===== src/hw/rtl/u8n1_pkg.sv =====
// Shared types and constants for the 8N1 UART transmit/receive block.
// No dependencies; imported by every module of the block.
`default_nettype none

package u8n1_pkg;

   localparam int DATA_BITS  = 8;   // data bits per frame
   localparam int BYTE_W     = 8;   // width of the byte fields
   localparam int BIT_SEL_W  = $clog2(BYTE_W);
   localparam int IDX_W      = 4;   // bit index counters
   localparam int TICK_W     = 16;  // bit period and timers
   localparam int DATA_W     = 16;  // tdata width on both channels

   localparam logic [IDX_W-1:0]  LAST_DATA_IDX  = IDX_W'(DATA_BITS);
   localparam logic [IDX_W-1:0]  STOP_IDX       = IDX_W'(DATA_BITS + 1);
   localparam logic [IDX_W-1:0]  BYTE_IDX       = IDX_W'(BYTE_W);
   localparam logic [TICK_W-1:0] BIT_TICKS_RESET = TICK_W'(104);

   // transmitter status for one tick
   typedef struct packed {
      logic level;
      logic busy;
      logic dropped;
   } tx_out_type;

   // receiver status for one tick
   typedef struct packed {
      logic              valid;
      logic [BYTE_W-1:0] data;
      logic              line_low;
   } rx_out_type;

endpackage

`default_nettype wire


===== src/hw/rtl/u8n1_tx.sv =====
// 8N1 transmitter: start bit, data bits LSB first, stop bit, timer based.
// Depends on u8n1_pkg.
`default_nettype none

module u8n1_tx
   import u8n1_pkg::*;
(
   input  wire logic              clock,
   input  wire logic              reset,
   input  wire logic              step,          // one tick is processed
   input  wire logic [TICK_W-1:0] period,        // bit period, never 0
   input  wire logic              send_request,
   input  wire logic [BYTE_W-1:0] send_byte,
   output tx_out_type             result
);

   logic              tx_active_ff, tx_active_in;
   logic [BYTE_W-1:0] tx_shift_ff, tx_shift_in;
   logic [IDX_W-1:0]  tx_idx_ff, tx_idx_in;
   logic [TICK_W-1:0] tx_timer_ff, tx_timer_in;

   always_comb begin
      logic              act;
      logic [BYTE_W-1:0] shift;
      logic [IDX_W-1:0]  idx;
      logic [IDX_W-1:0]  dpos;
      logic [TICK_W-1:0] timer;
      act    = tx_active_ff;
      shift  = tx_shift_ff;
      idx    = tx_idx_ff;
      timer  = tx_timer_ff;
      dpos   = idx - IDX_W'(1);
      result = '0;
      result.level = 1'b1;
      if (send_request) begin
         if (act) begin
            result.dropped = 1'b1;
         end else begin
            act   = 1'b1;
            shift = send_byte;
            idx   = '0;
            timer = period;
         end
      end
      if (act) begin
         result.busy = 1'b1;
         dpos = idx - IDX_W'(1);
         if (idx == '0) begin
            result.level = 1'b0;
         end else if (idx <= LAST_DATA_IDX) begin
            // bits beyond the byte go out as zero
            result.level = (dpos < BYTE_IDX) ? shift[dpos[BIT_SEL_W-1:0]] : 1'b0;
         end else begin
            result.level = 1'b1;
         end
         if (timer <= TICK_W'(1)) begin
            idx   = idx + IDX_W'(1);
            timer = period;
            if (idx > STOP_IDX) begin
               act = 1'b0;
               idx = '0;
            end
         end else begin
            timer = timer - TICK_W'(1);
         end
      end
      tx_active_in = step ? act   : tx_active_ff;
      tx_shift_in  = step ? shift : tx_shift_ff;
      tx_idx_in    = step ? idx   : tx_idx_ff;
      tx_timer_in  = step ? timer : tx_timer_ff;
   end

   always_ff @(posedge clock) begin
      if (reset) begin
         tx_active_ff <= 1'b0;
         tx_shift_ff  <= '0;
         tx_idx_ff    <= '0;
         tx_timer_ff  <= '0;
      end else begin
         tx_active_ff <= tx_active_in;
         tx_shift_ff  <= tx_shift_in;
         tx_idx_ff    <= tx_idx_in;
         tx_timer_ff  <= tx_timer_in;
      end
   end

endmodule

`default_nettype wire


===== src/hw/rtl/u8n1_rx.sv =====
// 8N1 receiver: start detect, half-bit wait, one sample per bit period.
// Depends on u8n1_pkg.
`default_nettype none

module u8n1_rx
   import u8n1_pkg::*;
(
   input  wire logic              clock,
   input  wire logic              reset,
   input  wire logic              step,          // one tick is processed
   input  wire logic [TICK_W-1:0] period,        // bit period, never 0
   input  wire logic              rx_level,
   output rx_out_type             result
);

   typedef enum logic [1:0] {
      RX_HUNT,
      RX_HALF,
      RX_SAMPLE,
      RX_LAST
   } rx_phase_type;

   rx_phase_type      rx_phase_ff, rx_phase_in;
   logic [BYTE_W-1:0] rx_shift_ff, rx_shift_in;
   logic [IDX_W-1:0]  rx_idx_ff, rx_idx_in;
   logic [TICK_W-1:0] rx_timer_ff, rx_timer_in;

   always_comb begin
      rx_phase_type      phase;
      logic [BYTE_W-1:0] shift;
      logic [IDX_W-1:0]  idx;
      logic [TICK_W-1:0] timer;
      logic [TICK_W-1:0] half;
      phase  = rx_phase_ff;
      shift  = rx_shift_ff;
      idx    = rx_idx_ff;
      timer  = rx_timer_ff;
      half   = period >> 1;
      result = '0;
      result.line_low = ~rx_level;
      unique case (rx_phase_ff)
         RX_HUNT: begin
            if (!rx_level) begin
               shift = '0;
               idx   = '0;
               if (half == '0) begin
                  phase = RX_SAMPLE;
                  timer = period;
               end else begin
                  phase = RX_HALF;
                  timer = half;
               end
            end
         end
         RX_HALF: begin
            if (timer <= TICK_W'(1)) begin
               phase = RX_SAMPLE;
               timer = period;
            end else begin
               timer = timer - TICK_W'(1);
            end
         end
         RX_SAMPLE: begin
            if (timer <= TICK_W'(1)) begin
               // a ninth bit has no place in the byte
               if (rx_level && (idx < BYTE_IDX)) begin
                  shift[idx[BIT_SEL_W-1:0]] = 1'b1;
               end
               idx   = idx + IDX_W'(1);
               timer = period;
               if (idx >= LAST_DATA_IDX) begin
                  phase = RX_LAST;
               end
            end else begin
               timer = timer - TICK_W'(1);
            end
         end
         RX_LAST: begin
            if (timer <= TICK_W'(1)) begin
               result.valid = 1'b1;
               result.data  = shift;
               phase = RX_HUNT;
               timer = '0;
               idx   = '0;
            end else begin
               timer = timer - TICK_W'(1);
            end
         end
         default: begin
            phase = RX_HUNT;
         end
      endcase
      rx_phase_in = step ? phase : rx_phase_ff;
      rx_shift_in = step ? shift : rx_shift_ff;
      rx_idx_in   = step ? idx   : rx_idx_ff;
      rx_timer_in = step ? timer : rx_timer_ff;
   end

   always_ff @(posedge clock) begin
      if (reset) begin
         rx_phase_ff <= RX_HUNT;
         rx_shift_ff <= '0;
         rx_idx_ff   <= '0;
         rx_timer_ff <= '0;
      end else begin
         rx_phase_ff <= rx_phase_in;
         rx_shift_ff <= rx_shift_in;
         rx_idx_ff   <= rx_idx_in;
         rx_timer_ff <= rx_timer_in;
      end
   end

endmodule

`default_nettype wire


===== src/hw/rtl/uart_8n1_transmit_receive_top.sv =====
// Top level of the 8N1 UART: input register, transmitter and receiver, result register.
// Depends on u8n1_pkg, u8n1_tx and u8n1_rx.
`default_nettype none

// Each req transfer is one tick of the line timebase: the sampled receive
// level plus an optional byte to send. Each tick yields exactly one rsp
// transfer with the transmit level, busy/dropped flags and receiver status.
// The block takes one tick per clock cycle unless rsp_tready stalls it; a tick
// passes an input register, transmitter/receiver logic and a result register,
// and its result is held on rsp_tdata until it is taken at an edge where
// rsp_tready is high. An empty result stage still takes the input stage item
// while the result side stalls; req_tready drops once both stages hold an item
// and rsp_tready is low. In steady back-to-back flow both stages are full, so a
// stall on rsp_tready drops req_tready in the same cycle (combinational path
// from rsp_tready to req_tready). The transmitter accepts a byte only when idle
// (a request while busy is flagged as dropped); it sends a low start bit,
// 8 data bits LSB first and a high stop bit, bit_ticks ticks each.
// The receiver hunts for a low level, waits half a bit, samples 8 bits one
// bit period apart and reports the byte one bit period after the last sample,
// without checking the stop bit. The user must write bit_ticks (reset 104, 0
// acts as 1) via csr_wr_en/csr_wr_data only while no tick is in flight; unchecked.

module uart_8n1_transmit_receive_top
   import u8n1_pkg::*;
(
   input  wire logic              clock,
   input  wire logic              reset,
   // tick input
   input  wire logic              req_tvalid,
   output      logic              req_tready,
   input  wire logic [DATA_W-1:0] req_tdata,  // [0] rx_level, [1] send_request,
                                              // [9:2] send_byte, [15:10] zero
   // tick result
   output      logic              rsp_tvalid,
   input  wire logic              rsp_tready,
   output      logic [DATA_W-1:0] rsp_tdata,  // [0] tx_level, [1] tx_busy,
                                              // [2] send_dropped, [3] received_valid,
                                              // [11:4] received_byte, [12] line_low,
                                              // [15:13] zero
   // configuration
   input  wire logic              csr_wr_en,
   input  wire logic [TICK_W-1:0] csr_wr_data // bit_ticks
);

   logic [TICK_W-1:0] bit_ticks_ff, bit_ticks_in;
   logic [TICK_W-1:0] period;

   // input stage
   logic              in_valid_ff, in_valid_in;
   logic              in_rx_ff;
   logic              in_req_ff;
   logic [BYTE_W-1:0] in_byte_ff;

   // result stage
   logic              out_valid_ff, out_valid_in;
   logic [DATA_W-1:0] out_data_ff, out_data_in;

   logic       advance;   // input stage item moves into the result stage
   logic       load;      // req transfer
   tx_out_type tx_res;
   rx_out_type rx_res;

   assign bit_ticks_in = csr_wr_en ? csr_wr_data : bit_ticks_ff;
   assign period       = (bit_ticks_ff == '0) ? TICK_W'(1) : bit_ticks_ff;

   assign advance    = in_valid_ff && (!out_valid_ff || rsp_tready);
   assign req_tready = !in_valid_ff || advance;
   assign load       = req_tvalid && req_tready;

   assign in_valid_in  = load ? 1'b1 : (advance ? 1'b0 : in_valid_ff);
   assign out_valid_in = advance ? 1'b1 : (rsp_tready ? 1'b0 : out_valid_ff);

   u8n1_tx u_tx (
      .clock        (clock),
      .reset        (reset),
      .step         (advance),
      .period       (period),
      .send_request (in_req_ff),
      .send_byte    (in_byte_ff),
      .result       (tx_res)
   );

   u8n1_rx u_rx (
      .clock    (clock),
      .reset    (reset),
      .step     (advance),
      .period   (period),
      .rx_level (in_rx_ff),
      .result   (rx_res)
   );

   assign out_data_in = advance ?
      {3'b000, rx_res.line_low, rx_res.data, rx_res.valid,
       tx_res.dropped, tx_res.busy, tx_res.level} : out_data_ff;

   always_ff @(posedge clock) begin
      if (reset) begin
         bit_ticks_ff <= BIT_TICKS_RESET;
         in_valid_ff  <= 1'b0;
         out_valid_ff <= 1'b0;
      end else begin
         bit_ticks_ff <= bit_ticks_in;
         in_valid_ff  <= in_valid_in;
         out_valid_ff <= out_valid_in;
      end
   end

   // payload, no reset needed
   always_ff @(posedge clock) begin
      if (load) begin
         in_rx_ff   <= req_tdata[0];
         in_req_ff  <= req_tdata[1];
         in_byte_ff <= req_tdata[9:2];
      end
      out_data_ff <= out_data_in;
   end

   assign rsp_tvalid = out_valid_ff;
   assign rsp_tdata  = out_data_ff;

   // an item held in the input stage is never lost while the result side stalls
   a_in_hold: assert property (@(posedge clock) disable iff (reset)
      in_valid_ff && !advance |=> in_valid_ff && $stable(in_byte_ff) && $stable(in_req_ff))
      else $error("input stage item lost while stalled");

   // an idle transmitter leaves the line high
   a_idle_high: assert property (@(posedge clock) disable iff (reset)
      rsp_tvalid && !rsp_tdata[1] |-> rsp_tdata[0])
      else $error("tx line low while idle");

   // a request is dropped only while a frame is on the line
   a_drop_busy: assert property (@(posedge clock) disable iff (reset)
      rsp_tvalid && rsp_tdata[2] |-> rsp_tdata[1])
      else $error("request dropped while transmitter idle");

   // received byte reads zero unless a byte completes
   a_byte_zero: assert property (@(posedge clock) disable iff (reset)
      rsp_tvalid && !rsp_tdata[3] |-> rsp_tdata[11:4] == '0)
      else $error("received byte nonzero without valid");

endmodule

`default_nettype wire

===== config.mk =====
export PLATFORM = sky130hd
export DESIGN_NAME = uart_8n1_transmit_receive_top
export DESIGN_NICKNAME = d
export VERILOG_FILES = /design/src/hw/rtl/u8n1_pkg.sv /design/src/hw/rtl/u8n1_tx.sv /design/src/hw/rtl/u8n1_rx.sv /design/src/hw/rtl/uart_8n1_transmit_receive_top.sv
export SDC_FILE = /design/constraint.sdc
export NUM_CORES = 1
export LEC_CHECK = 0
export BUFFER_PORTS_ARGS = -buffer_cell sky130_fd_sc_hd__buf_2
export CORE_ASPECT_RATIO = 1.25
export CORE_MARGIN = 4
export CORE_UTILIZATION = 45
export DETAILED_ROUTE_END_ITERATION = 12
export REMOVE_ABC_BUFFERS = 1
export SYNTH_ARGS = -nofsm -noshare
export SYNTH_HDL_FRONTEND = slang
export SYNTH_SLANG_ARGS = --single-unit

===== constraint.sdc =====
create_clock -name clock -period 11.4 [get_ports clock]
set_clock_uncertainty 0.05 [all_clocks]
set_input_delay 1.14 -clock clock [delete_from_list [all_inputs] [get_ports clock]]
set_output_delay 1.14 -clock clock [all_outputs]
set_load 0.005 [all_outputs]

; Yosys cells after proc, flatten, opt, wreduce, memory -nomap -nowiden
; Index checks and enable logic that the tools add are counted.
[word_totals]
elab_cells = 117
output_inout_bits = 18
ff_bits = 100
[op_classes]
magnitude_cmp = 10
addsub = 5
reduce_logical = 22
mux = 50
eq_ne = 9
bitwise_logic = 2
[op_table]
columns = cell, n
row1 = $mux 16, 9
row2 = $pmux 16 s3, 1
row3 = $mux 8, 5
row4 = $le 16x1->1 const B, 2
row5 = $logic_not 16->1, 2
row6 = $mux 4, 8
row7 = $sub 16x1->16 const B, 2
row8 = $pmux 8 s2, 1
row9 = $mux 1, 15
row10 = $mux 2, 6
row11 = $pmux 4 s3, 1
row12 = $ne 2x1->1 const B, 5
row13 = $reduce_and 5->1, 2
row14 = $mux 9, 1
row15 = $add 4x1->4 const B, 2
row16 = $lt 3x4->1 const B, 2
row17 = $lt 4x4->1 const B, 2
row18 = $or 8x8->8, 1
row19 = $pmux 2 s4, 1
row20 = $reduce_and 6->1, 1
row21 = $reduce_bool 2->1, 3
row22 = $eq 2x2->1 const B, 2
row23 = $ge 4x4->1 const B, 1
row24 = $gt 4x4->1 const B, 1
row25 = 16 further kinds, 22

; Longest topological paths before layout
[depth]
word_depth = 8
depth_mapped = 17

; Modules after synthesis
; Synthesis repeated with hierarchy kept, for this count alone.
[unflattened]
cells_unflattened = 707
area_unflattened_um2 = 5964.5
[by_module_without_submodules]
columns = mod, instances, area_each_um2, seq_area_each_um2, cells_each
row1 = u8n1_tx, 1, 2306.0, 580.6, 302
row2 = u8n1_rx, 1, 2182.1, 600.6, 296
row3 = uart_8n1_transmit_receive_top, 1, 1476.4, 1051.0, 109

; Worst setup path after synthesis
; Ideal clock, no wire load.
[synth_timing]
path_kind = register to register
startpoint = register u_tx.tx_active_ff
endpoint = register u_tx.tx_idx_ff[0]
required_ps = 11276
n_path_buf = 5
period_less_slack_ps = 3767
setup_slack_ps = 7633
setup_ps = 74
t_arrival_ps = 3642
path_stages_with_launch = 15
cell_sequence = dfxtp_1 -> buf_2 -> nor2b_1 -> clkbuf_1 -> clkbuf_1 -> buf_1 -> clkbuf_1 -> mux2i_1 -> ha_1 -> or2_2 -> nand4_1 -> a211oi_2 -> nand2_1 -> or4_1 -> o21ai_0
[synth_between]
elab_chain_len = 7
word_cells_on_any_way = 11
[synth_rtl]
columns = element, line_no
row1 = "start, declared", u8n1_tx.sv:17  ; logic tx_active_ff, tx_active_in;
row2 = "start signal, assigned", u8n1_tx.sv:80  ; tx_active_ff <= tx_active_in;
row3 = $mux 4, u8n1_tx.sv:36  ; if (act) begin
row4 = $mux 4, u8n1_tx.sv:35  ; if (send_request) begin
row5 = $add 4x1->4, u8n1_tx.sv:57  ; idx = idx + IDX_W'(1);
row6 = $gt 4x4->1, u8n1_tx.sv:59  ; if (idx > STOP_IDX) begin
row7 = $mux 4, u8n1_tx.sv:59
row8 = $mux 4, u8n1_tx.sv:56  ; if (timer <= TICK_W'(1)) begin
row9 = $mux 4 *, u8n1_tx.sv:45  ; if (act) begin
row10 = "end signal, assigned", u8n1_tx.sv:82  ; tx_idx_ff <= tx_idx_in;
row11 = "end, declared", u8n1_tx.sv:19  ; logic [IDX_W-1:0] tx_idx_ff, tx_idx_in;
; Mark *: on every way between the ends. The rest lies on a longest branch, timed or not.
; A chain may end at the register's enable or synchronous reset.

; Final worst setup path
[layout_timing]
startpoint = register u_tx.tx_active_ff
endpoint = register u_tx.tx_idx_ff[1]
; Same word-level chain as after synthesis.

==> impl_metrics.py <==
metrics = {
    "status": {
        "status": "finished, final reports clean",
    },
    "setup_path": {
        "crit_arrival_ns": 4.15,
        "startpoint_type": "flop",
        "slowest_delay_ns": 0.74,
        "crit_fanout": 43,
        "required_ns": 11.62,
        "crit_top_cell": "o21ai_0",
        "crit_chain": "nand2b_1 -> buf_4 -> o21ai_0 -> inv_1 -> ha_1 -> or2_2 -> nand4_1 -> a211oi_2 -> nand2_1 -> or4_1 -> o21ai_0",
        "critPathKind": "reg2reg",
        "end_kind": "flop",
        "slowest_stage": "a211oi_2",
    },
    "floorplan": {
        "die_area_um2": 14770,
        "die_w_um": 109.5,
        "io_pins": 55,
        "start_util_pct": 45.78,
        "die_y_um": 134.9,
        "num_rows": 46,
        "coreArea_um2": 12660,
    },
    "routing": {
        "wl_per_cell_um": 17.32,
        "drt_pass1_iterations": 5,
        "ant_nets": 0,
        "drt_wl_total_um": 15260,
        "drc": 0,
        "drtIter0Drc": 289,
        "viasPerCell": 5.951,
        "dr_total_vias": 5243,
    },
    "power": {
        "power-per-cell-area_nw_per_um2": 139.2,
        "ir_drop_uv": 66.71,
        "p_leak_nw": 2.476,
        "p_total_mw": 0.8896,
    },
    "clock_network": {
        "post_cts_buffers": 0,
        "cts-root-buf": "clkbuf_16",
        "clock_latency_ns": 0.35,
        "cts_tree": "yes",
        "cts.path.max_buffers": 2,
        "path_clk_slew_ns": 0.07,
        "cts.htree.levels": 3,
        "ctsHoldBuffers": 0,
        "clock_sinks": 100,
        "cts_resized": 0,
        "cts_buffers": 9,
    },
    "synth": {
        "yosysTopAreaCell": "dfxtp_1",
        "seq_area_frac_synth_pct": 38.51,
        "synth_flop_cell": "dfxtp_1",
        "ys_warn_count": 0,
        "avgSynthCellArea_um2": 8.353,
        "ys_types": 71,
        "synth_area_leaders": "dfxtp_1, edfxtp_1, nor2_1",
        "ys_seq_elements": 100,
        "synthArstFlopShare_pct": 0,
        "netlist_instances": 694,
        "synth_top_area_share_pct": 26.59,
        "netlist_area_um2": 5797,
        "synth_edf_count": 23,
    },
    "sta": {
        "setup_ws_ns": 7.471,
        "finalMaxSlewViolations": 0,
        "fin_setup_tns_ns": 0,
        "rsz0062_at_grt": "false",
        "relSlewSlack_pct": 31.39,
        "finalCriticalPeriod_ns": 3.929,
        "tightest_slew_ns": 1.024,
        "period_share_pct": 34.47,
        "finalHoldViolCount": 0,
        "final-setup-viol-count": 0,
        "fmax_mhz": 254.5,
    },
    "flow_run": {
        "drv_cap": 0,
    },
    "cells_and_area": {
        "antennaDiodeCount": 0,
        "fin_cells": 881,
        "nNetsFinal": 757,
        "nFillCells": 1255,
        "drive_above_1_share_pct": 12.76,
        "syn2layout_area_growth_pct": 10.21,
        "finalInstanceArea_um2": 6389,
    },
    "worst_hold_path": {
        "hp-class": "reg2reg",
    },
    "place": {
        "dp_slack_ns": 7.619,
        "dp.cells": 865,
        "gp_congestion": 0.8657,
        "portBuffers": 45,
        "place_area_um2": 6091,
        "hpwl_um": 10270,
    },
    "global_route": {
        "grt_pass1_vias": 5021,
        "antenna_found_initial": 0,
        "track_usage_pct": 21.07,
        "grt_max_degree": 80,
        "grt_pass1_wl_um": 24980,
        "overflow": 0,
    },
}
[cell usage after synthesis (4+ instances only)]
master	n
a211o_1	6
a211oi_1	11
a21oi_1	49
a221o_1	4
a221oi_1	7
a311oi_1	10
a31oi_1	8
a32oi_1	5
and2_1	12
and3_1	6
and4_1	4
buf_2	7
clkbuf_1	38
dfxtp_1	77
edfxtp_1	23
ha_1	12
inv_1	21
mux2_2	5
mux2i_1	32
nand2_1	71
nand2b_1	12
nand3_1	26
nand3b_1	4
nand4_1	4
nor2_1	86
nor2b_1	7
nor3_1	13
nor4_1	7
o211a_1	4
o211ai_1	8
o21ai_0	27
o31ai_1	4
or3_1	10
or4_1	8
xor2_1	8
[cell type report]
cell class | instances | area, um^2 | area share (%)
clock buffer | 9 | 225.2 | 3.525
multi-input combinational | 523 | 3288 | 51.47
clock inverter | 7 | 72.57 | 1.136
tap | 168 | 210.2 | 3.290
timing repair buffer | 52 | 277.8 | 4.348
inverter | 22 | 82.58 | 1.293
sequential | 100 | 2232 | 34.94
[metal layers]
layer | GRT usage (%) | routed length, um
met2 | 35.54 | 7850
met1 | 26.08 | 6169
met5 | 0 | 0
met4 | 9.633 | 433
met3 | 3.443 | 809
[path summary, 6_finish.rpt]
| path | start | end | slack [ns] | depth (start not counted) |
|---|---|---|---|---|
| worst min register to register | u_rx.rx_shift_ff[4] | u_rx.rx_shift_ff[4] | 0.41 | 2 |
| worst min-delay path | u_rx.rx_shift_ff[4] | u_rx.rx_shift_ff[4] | 0.41 | 2 |
| worst max-delay path | u_tx.tx_active_ff | u_tx.tx_idx_ff[1] | 7.47 | 11 |
| worst max register to register | u_tx.tx_active_ff | u_tx.tx_idx_ff[1] | 7.47 | 11 |
[placed cells by master, fill, tap and decap left out, drive strengths merged, types with 14 or more instances in the layout]
| cell type | count |
|---|---|
| a21oi | 49 |
| buf | 52 |
| dfxtp | 77 |
| edfxtp | 23 |
| inv | 23 |
| mux2i | 32 |
| nand2 | 72 |
| nand3 | 26 |
| nor2 | 86 |
| nor3 | 14 |
| o21ai | 28 |
[where the power goes]
part	switching [mW]	internal, mW	total, mW
clock network	0.149	0.154	0.303
registers	0.0227	0.379	0.402
logic	0.114	0.0700	0.184
total	0.286	0.603	0.890
[stage by stage]
stage,util (%),hold WS [ns]
after floorplan,-,0.3666
after global placement,48.10,0.3813
after detailed placement,48.10,0.3879
after CTS,50.45,0.4052
after global routing,50.45,0.4240
final,50.45,0.4055
[flip-flops by register name, indices dropped and copies added, names as in the netlist, 8 cells and up]
name,count
u_rx.rx_shift_ff,8
rsp_tdata,13
bit_ticks_ff,16
u_tx.tx_shift_ff,8
u_rx.rx_timer_ff,16
in_byte_ff,8
u_tx.tx_timer_ff,16
[cells by family (layout without fill, tap and decap cells)]
logic type,count (synthesis),after routing,share of synthesized area [%]
compound gates,177,177,21.41
xor+xnor,10,10,1.511
fa+ha+maj,12,12,2.590
buf+inv,73,90,5.072
flops,100,100,38.51
mux,37,37,6.497
other cells,1,3,0.06469
simple gates,284,284,24.35
[worst max-delay path: cells and delay by family, from the launching register on]
family | cells | cell delay [ns]
AOI/OAI and AO/OA | 3 | 1.04
adders and majority gates | 1 | 0.24
buffers and inverters | 2 | 0.49
DFF | 1 | 0.66
and+or+nand+nor | 5 | 1.36
Power figures use the tool's default switching activity.
